==> src/sv/assert_macros.svh <==
// Assertion macros shared by the RTL. Define NO_ASSERTIONS to compile them out.
`ifndef ASSERT_MACROS_SVH
`define ASSERT_MACROS_SVH

`ifndef NO_ASSERTIONS

// The property must hold at every clock edge outside reset.
`define ASSERT_HOLDS(label, clk, rst, prop, msg) \
   label: assert property (@(posedge clk) disable iff (rst) prop) else $error(msg);

// When the antecedent holds, the consequent must hold in the next cycle.
`define ASSERT_NEXT(label, clk, rst, ante, cons, msg) \
   label: assert property (@(posedge clk) disable iff (rst) (ante) |=> (cons)) \
      else $error(msg);

`else

`define ASSERT_HOLDS(label, clk, rst, prop, msg)
`define ASSERT_NEXT(label, clk, rst, ante, cons, msg)

`endif

`endif

==> src/sv/hsv2rgb_pkg.sv <==
`default_nettype none

package hsv2rgb_pkg;

   // Fraction bits of the Q1.FRAC_BITS inputs.
   localparam int FRAC_BITS = 16;
   localparam int FIELD_W   = FRAC_BITS + 1;
   localparam int PROD_W    = 2 * FIELD_W;
   localparam int CHAN_W    = 8;
   localparam int SECTOR_W  = 3;

   typedef logic [FIELD_W-1:0] fix_type;

   localparam fix_type ONE_Q = {1'b1, {FRAC_BITS{1'b0}}};

   // Hue sectors, one sixth of a turn each.
   localparam logic [SECTOR_W-1:0] SECTOR_RED_TO_YELLOW    = 3'd0;
   localparam logic [SECTOR_W-1:0] SECTOR_YELLOW_TO_GREEN  = 3'd1;
   localparam logic [SECTOR_W-1:0] SECTOR_GREEN_TO_CYAN    = 3'd2;
   localparam logic [SECTOR_W-1:0] SECTOR_CYAN_TO_BLUE     = 3'd3;
   localparam logic [SECTOR_W-1:0] SECTOR_BLUE_TO_MAGENTA  = 3'd4;
   localparam logic [SECTOR_W-1:0] SECTOR_MAGENTA_TO_RED   = 3'd5;

   typedef struct packed {
      fix_type hue;
      fix_type saturation;
      fix_type brightness;
   } pixel_in_type;

   typedef struct packed {
      logic [CHAN_W-1:0] red;
      logic [CHAN_W-1:0] green;
      logic [CHAN_W-1:0] blue;
   } pixel_out_type;

endpackage

`default_nettype wire

==> src/sv/hsv_to_rgb_pixel.sv <==
// Channel   Direction  Handshake             Payload
// req       in         req_valid/req_stall   hue, saturation, brightness (Q1.16 each)
// rsp       out        rsp_valid/rsp_stall   red, green, blue (8 bits each)
//
// Every pixel passes through all five register stages in order, from the
// transfer on req to the cycle its result is offered on rsp.
// One pixel is taken per cycle while req_stall is low; the two 17x17 multiplier stages set the clock.
// Reset is synchronous and clears only the stage valid bits.
// Each stage holds its pixel only while the stage ahead is full and stalled, so
// bubbles are squeezed out and req stalls only when all five stages are full.
`default_nettype none
`include "assert_macros.svh"

module hsv_to_rgb_pixel (
   input  logic                      clock,
   input  logic                      reset,
   input  logic                      req_valid,
   output logic                      req_stall,
   input  hsv2rgb_pkg::pixel_in_type req_data,
   output logic                      rsp_valid,
   input  logic                      rsp_stall,
   output hsv2rgb_pkg::pixel_out_type rsp_data
);
   import hsv2rgb_pkg::*;

   localparam int NUM_STAGES = 5;
   localparam int CODE_W     = CHAN_W + 2;

   // Saturate a Q1.FRAC_BITS field at 1.0.
   function automatic fix_type sat_one(input fix_type x);
      return (x > ONE_Q) ? ONE_Q : x;
   endfunction

   // Clip a channel code (at most 256) to the 8-bit range.
   function automatic logic [CHAN_W-1:0] clip_chan(input logic [CODE_W-1:0] c);
      return (c > CODE_W'(255)) ? {CHAN_W{1'b1}} : c[CHAN_W-1:0];
   endfunction

   // Stage valid bits and load enables. A stage loads when it is empty or when
   // the stage ahead of it loads, which lets bubbles collapse under a stall.
   logic [NUM_STAGES-1:0] vld_ff;
   logic [NUM_STAGES-1:0] vld_in;
   logic [NUM_STAGES-1:0] ld;

   always_comb begin
      ld[NUM_STAGES-1] = !vld_ff[NUM_STAGES-1] || !rsp_stall;
      for (int k = NUM_STAGES - 2; k >= 0; k--) begin
         ld[k] = !vld_ff[k] || ld[k+1];
      end
      vld_in[0] = ld[0] ? req_valid : vld_ff[0];
      for (int k = 1; k < NUM_STAGES; k++) begin
         vld_in[k] = ld[k] ? vld_ff[k-1] : vld_ff[k];
      end
   end

   always_ff @(posedge clock) begin
      if (reset) begin
         vld_ff <= '0;
      end else begin
         vld_ff <= vld_in;
      end
   end

   assign req_stall = !ld[0];

   // Stage 1: wrap the hue, clamp saturation and value, and split 6*h into the
   // sector number and the fractional position inside that sector.
   logic [FRAC_BITS-1:0]   hue_frac;
   logic [FRAC_BITS+2:0]   hue6;
   fix_type                s1_sat_ff;
   fix_type                s1_val_ff;
   logic [SECTOR_W-1:0]    s1_sector_ff;
   logic [FRAC_BITS-1:0]   s1_frac_ff;

   always_comb begin
      hue_frac = req_data.hue[FRAC_BITS-1:0];
      hue6     = ({3'b000, hue_frac} << 2) + ({3'b000, hue_frac} << 1);
   end

   always_ff @(posedge clock) begin
      if (ld[0]) begin
         s1_sat_ff    <= sat_one(req_data.saturation);
         s1_val_ff    <= sat_one(req_data.brightness);
         s1_sector_ff <= hue6[FRAC_BITS +: SECTOR_W];
         s1_frac_ff   <= hue6[FRAC_BITS-1:0];
      end
   end

   // Stage 2: the products s*f and s*(1-f), floored back to Q1.FRAC_BITS.
   logic [PROD_W-1:0]      prod_sf;
   logic [PROD_W-1:0]      prod_st;
   fix_type                s2_sat_ff;
   fix_type                s2_val_ff;
   logic [SECTOR_W-1:0]    s2_sector_ff;
   fix_type                s2_sf_ff;
   fix_type                s2_st_ff;

   always_comb begin
      prod_sf = PROD_W'(s1_sat_ff) * PROD_W'({1'b0, s1_frac_ff});
      prod_st = PROD_W'(s1_sat_ff) * PROD_W'(ONE_Q - {1'b0, s1_frac_ff});
   end

   always_ff @(posedge clock) begin
      if (ld[1]) begin
         s2_sat_ff    <= s1_sat_ff;
         s2_val_ff    <= s1_val_ff;
         s2_sector_ff <= s1_sector_ff;
         s2_sf_ff     <= prod_sf[FRAC_BITS +: FIELD_W];
         s2_st_ff     <= prod_st[FRAC_BITS +: FIELD_W];
      end
   end

   // Stage 3: the factors 1-s, 1-s*f and 1-s(1-f).
   fix_type                s3_val_ff;
   logic [SECTOR_W-1:0]    s3_sector_ff;
   fix_type                s3_kp_ff;
   fix_type                s3_kq_ff;
   fix_type                s3_kt_ff;

   always_ff @(posedge clock) begin
      if (ld[2]) begin
         s3_val_ff    <= s2_val_ff;
         s3_sector_ff <= s2_sector_ff;
         s3_kp_ff     <= ONE_Q - s2_sat_ff;
         s3_kq_ff     <= ONE_Q - s2_sf_ff;
         s3_kt_ff     <= ONE_Q - s2_st_ff;
      end
   end

   // Stage 4: scale each factor by the value. The channel code is the product
   // times 256 with the fraction dropped, so only its top bits are kept.
   logic [PROD_W-1:0]      prod_p;
   logic [PROD_W-1:0]      prod_q;
   logic [PROD_W-1:0]      prod_t;
   logic [SECTOR_W-1:0]    s4_sector_ff;
   logic [CODE_W-1:0]      s4_cv_ff;
   logic [CODE_W-1:0]      s4_cp_ff;
   logic [CODE_W-1:0]      s4_cq_ff;
   logic [CODE_W-1:0]      s4_ct_ff;

   always_comb begin
      prod_p = PROD_W'(s3_val_ff) * PROD_W'(s3_kp_ff);
      prod_q = PROD_W'(s3_val_ff) * PROD_W'(s3_kq_ff);
      prod_t = PROD_W'(s3_val_ff) * PROD_W'(s3_kt_ff);
   end

   always_ff @(posedge clock) begin
      if (ld[3]) begin
         s4_sector_ff <= s3_sector_ff;
         s4_cv_ff     <= CODE_W'(s3_val_ff[FIELD_W-1:FRAC_BITS-CHAN_W]);
         s4_cp_ff     <= prod_p[PROD_W-1 -: CODE_W];
         s4_cq_ff     <= prod_q[PROD_W-1 -: CODE_W];
         s4_ct_ff     <= prod_t[PROD_W-1 -: CODE_W];
      end
   end

   // Stage 5: clip the codes to 8 bits and route them to the channels by sector.
   logic [CHAN_W-1:0]      chan_v;
   logic [CHAN_W-1:0]      chan_p;
   logic [CHAN_W-1:0]      chan_q;
   logic [CHAN_W-1:0]      chan_t;
   pixel_out_type          rgb_in;
   pixel_out_type          rsp_data_ff;

   always_comb begin
      chan_v = clip_chan(s4_cv_ff);
      chan_p = clip_chan(s4_cp_ff);
      chan_q = clip_chan(s4_cq_ff);
      chan_t = clip_chan(s4_ct_ff);
      case (s4_sector_ff)
         SECTOR_RED_TO_YELLOW: begin
            rgb_in = '{red: chan_v, green: chan_t, blue: chan_p};
         end
         SECTOR_YELLOW_TO_GREEN: begin
            rgb_in = '{red: chan_q, green: chan_v, blue: chan_p};
         end
         SECTOR_GREEN_TO_CYAN: begin
            rgb_in = '{red: chan_p, green: chan_v, blue: chan_t};
         end
         SECTOR_CYAN_TO_BLUE: begin
            rgb_in = '{red: chan_p, green: chan_q, blue: chan_v};
         end
         SECTOR_BLUE_TO_MAGENTA: begin
            rgb_in = '{red: chan_t, green: chan_p, blue: chan_v};
         end
         default: begin
            // Magenta to red; the unused sector codes never occur.
            rgb_in = '{red: chan_v, green: chan_p, blue: chan_q};
         end
      endcase
   end

   always_ff @(posedge clock) begin
      if (ld[4]) begin
         rsp_data_ff <= rgb_in;
      end
   end

   assign rsp_valid = vld_ff[NUM_STAGES-1];
   assign rsp_data  = rsp_data_ff;

   // The input is held off only when every stage holds a pixel.
   `ASSERT_HOLDS(a_stall_only_when_full, clock, reset, req_stall |-> (&vld_ff),
      "req stalled while the pipeline has a free stage")

   // A floored product of s with a fraction never exceeds s.
   `ASSERT_HOLDS(a_products_bounded, clock, reset,
      vld_ff[1] |-> (s2_sf_ff <= s2_sat_ff && s2_st_ff <= s2_sat_ff),
      "s*f or s*(1-f) exceeds s")

   // With zero saturation every factor is exactly one.
   `ASSERT_HOLDS(a_gray_factors, clock, reset,
      (vld_ff[2] && s3_kp_ff == ONE_Q) |-> (s3_kq_ff == ONE_Q && s3_kt_ff == ONE_Q),
      "zero saturation did not give unit factors")

   // After a result transfer with nothing behind it, no result is offered.
   `ASSERT_NEXT(a_no_phantom_result, clock, reset,
      rsp_valid && !rsp_stall && !vld_ff[NUM_STAGES-2], !rsp_valid,
      "result offered with no pixel behind it")

endmodule

`default_nettype wire
==> config.mk <==
export PLATFORM = sky130hd
export DESIGN_NAME = hsv_to_rgb_pixel
export DESIGN_NICKNAME = d
export VERILOG_FILES = /design/src/sv/hsv2rgb_pkg.sv /design/src/sv/hsv_to_rgb_pixel.sv
export VERILOG_INCLUDE_DIRS = /design/src /design/src/sv
export SDC_FILE = /design/constraint.sdc
export NUM_CORES = 2
export LEC_CHECK = 0
export ABC_AREA = 1
export BUFFER_PORTS_ARGS = -buffer_cell sky130_fd_sc_hd__buf_2
export CORE_UTILIZATION = 60
export CTS_CLUSTER_SIZE = 14
export DETAILED_ROUTE_END_ITERATION = 8
export GPL_ROUTABILITY_DRIVEN = 0
export MAX_ROUTING_LAYER = met4
export PLACE_DENSITY = 0.81
export SYNTH_ARGS = -nofsm -noshare
export SYNTH_HDL_FRONTEND = slang
export SYNTH_SLANG_ARGS = --single-unit
==> constraint.sdc <==
create_clock -name clock -period 7.95 [get_ports clock]
set_input_delay 1.59 -clock clock [delete_from_list [all_inputs] [get_ports clock]]
set_output_delay 1.59 -clock clock [all_outputs]
set_load 0.01 [all_outputs]
==> impl_metrics.toml <==
[setup_path]
cp_common_cell = "nand2_1"
critPathTopFamily = "adder cells"
critPathMaxStageDelay_ns = 0.55
worstSetupEndpointType = "flip-flop"
worst-endpoint-required_ns = 8.29
worst_r2r_path_depth = 30
reg2reg_from = "s1_frac_ff[2]"
cpMaxStageDelayCell = "fa_1"
critical_path.max_fanout = 14
critPathBufInv = 8
r2r_setup_slack_ns = 0.95
arrival_ns = 7.34
reg2reg_to = "s2_st_ff[5]"
crit_type = "flip-flop to flip-flop"
crit_path_start_kind = "flip-flop"

[detailed_routing]
routed_wirelength_um = 145300
met2_length_um = 70040
detail_route.wl_per_cell_um = 17.09
wl_met1_um = 54160
drtIter0Drc = 4086
detail_route.first_pass.iterations = 7
dr.max_layer_used = "met4"
num_vias = 46774
ant_nets = 0
drc = 0
met3WireLength_um = 13790
vias_per_cell = 5.502

[synth]
synth_edf_count = 260
synth-seq-cells = 265
yosysMostFrequentCell = "inv_1"
synthTopCellsByCount = "1987 x inv_1, 1915 x nand2_1, 1067 x fa_1"
synth_area_leaders = "fa_1 37%, edfxtp_1 13%, inv_1 13%"
synth.cell_area_um2 = 58380
synthCells = 7309
synthFlopType = "edfxtp_1"
syn-mean-instance-area_um2 = 7.988
yosys.area.top_type = "fa_1"
synth_cell_types = 56
syn_nets = 8998
synth.top_cell.area_share_pct = 36.59
synth-seq-area-share_pct = 13.54
async_reset_ff_share_pct = 0
yosys_warnings = 0

[cells_and_area]
drive_gt1_share_pct = 3.573
design_area_um2 = 60800
finalNonFillerCells = 8501
final_nets = 8889
areaGrowthSynthToFinish_pct = 4.151

[clock_tree]
post-cts-setup-buffers = 0
holdBufCountCts = 0
cts_buffers = 29
ctsHtreeMaxLevel = 1
worstSkewPairLatency_ns = 0.63
cts_root_buf = "clkbuf_16"
cts_tree = "built"
clk_pin_slew_ns = 0.06
cts_resized = 0
cts_buffer_depth = 3
cts_sinks = 265

[sta]
period_share_pct = 88.01
worst_pin_slew_ns = 1.271
slew_headroom_pct = 15.30
slew_viol_final = 0
fin_skew_ns = 0.04290
clock.fmax_ghz = 0.1429
layout_min_cycle_time_ns = 6.997
rsz0062_at_grt = "false"
fin_setup_tns_ns = 0
final-hold-violation-count = 0
setup_violations = 0

[status]
outcome = "complete, no violations"

[floorplanning]
die_w_um = 313.9
die_area_um2 = 98550
ioPinCount = 81
die-height_um = 313.9
core_area_um2 = 96570
fp-row-count = 114
start_util_pct = 60.46

[global_route]
grt_usage_pct = 31.77
grt_pass1_wl_um = 243500
grt_pass1_vias = 50245
grt_max_degree = 64
grt.overflow.total = 0
antenna_found_initial = 3

[min_path]
hold_path_startpoint = "s3_sector_ff[0]"
hold_path_class = "flip-flop to flip-flop"
hold_end = "s4_sector_ff[0]"
hold_depth = 0

[placement]
portBuffers = 79
dpl_cell_area_um2 = 59840
place_hpwl_um = 116400
placedCellCount = 8445

[job]
maxCapViolations = 0
-- logic make-up after synthesis --
| family | synth area share [%] |
|---|---|
| buf+inv | 14.86 |
| simple gates | 18.06 |
| flops | 13.54 |
| xor+xnor | 1.172 |
| fa+ha+maj | 48.74 |
| compound gates | 3.626 |
-- per-stage QoR --
stage	hold slack [ns]	utilization (%)	setup slack, ns
detailed placement	0.4045	61.97	1.108
global route	0.4191	62.96	0.5567
CTS	0.4126	62.96	1.082
global placement	0.4014	61.97	1.078
finish	0.4154	62.97	0.9534
floorplan	0.4003	-	0.4489
-- cells in the final DEF, fill, tap and decap left out, drive strengths merged, types with 28 or more instances in the layout --
| master | count |
|---|---|
| inv | 1997 |
| nand2 | 1928 |
| fa | 1067 |
| ha | 567 |
| nor2 | 467 |
| edfxtp | 260 |
| a21oi | 188 |
| buf | 152 |
| nand3 | 140 |
| o21ai | 128 |
| xor2 | 46 |
| nor3 | 42 |
| xnor2 | 30 |
| clkbuf | 30 |
| nand4 | 28 |
-- layer usage --
| metal | vias up | global-route usage, % |
|---|---|---|
| li1 | 21094 | - |
| met1 | 22649 | 37.64 |
| met2 | 2436 | 53.08 |
| met3 | 595 | 5.383 |
| met4 | 0 | 14.42 |
| met5 | - | - |
-- cell type report --
cell class                 instances  area [µm²]
fill                            7736       35760
multi-input combinational       4751       41800
sequential                       265        7908
tap                             1276        1597
inverter                        2001        7518
clock buffer                      30       729.5
timing repair buffer             152        1018
antenna                            4       10.01
clock inverter                    22       222.7
-- sequential cells by signal, summed over array words and instances, names as in the netlist, 15 cells and up --
| name | count |
|---|---|
| s1_sat_ff | 17 |
| rsp_data | 24 |
| s2_sat_ff | 17 |
| s3_kt_ff | 17 |
| s3_kq_ff | 17 |
| s2_sf_ff | 17 |
| s2_val_ff | 17 |
| s1_frac_ff | 15 |
| s3_kp_ff | 17 |
| s2_st_ff | 17 |
| s3_val_ff | 17 |
| s1_val_ff | 17 |
-- worst max path at each step --
stage	from	to	slack, ns	depth (start not counted)
final	s1_frac_ff[2]	s2_st_ff[5]	0.95	30
after CTS	s1_frac_ff[2]	s2_st_ff[14]	1.08	29
after floorplan	rsp_stall	req_stall	0.45	8
after detailed placement	s1_frac_ff[2]	s2_st_ff[14]	1.11	31
after global routing	s1_frac_ff[2]	s2_st_ff[14]	0.56	31
after global placement	s1_frac_ff[2]	s2_st_ff[14]	1.08	31
-- worst register-to-register path: cells and delay by family, from the launching register on --
| family | cells | cell delay [ns] |
|---|---|---|
| adder cells (fa/ha/maj) | 8 | 3.61 |
| AND/OR/NAND/NOR | 13 | 1.80 |
| AO/OA/AOI/OAI | 1 | 0.11 |
| flip-flops | 1 | 0.47 |
| buffers and inverters | 8 | 0.72 |
Power is not shown: default switching activity piles up to over one toggle a cycle in this logic, so the estimate is an artifact.
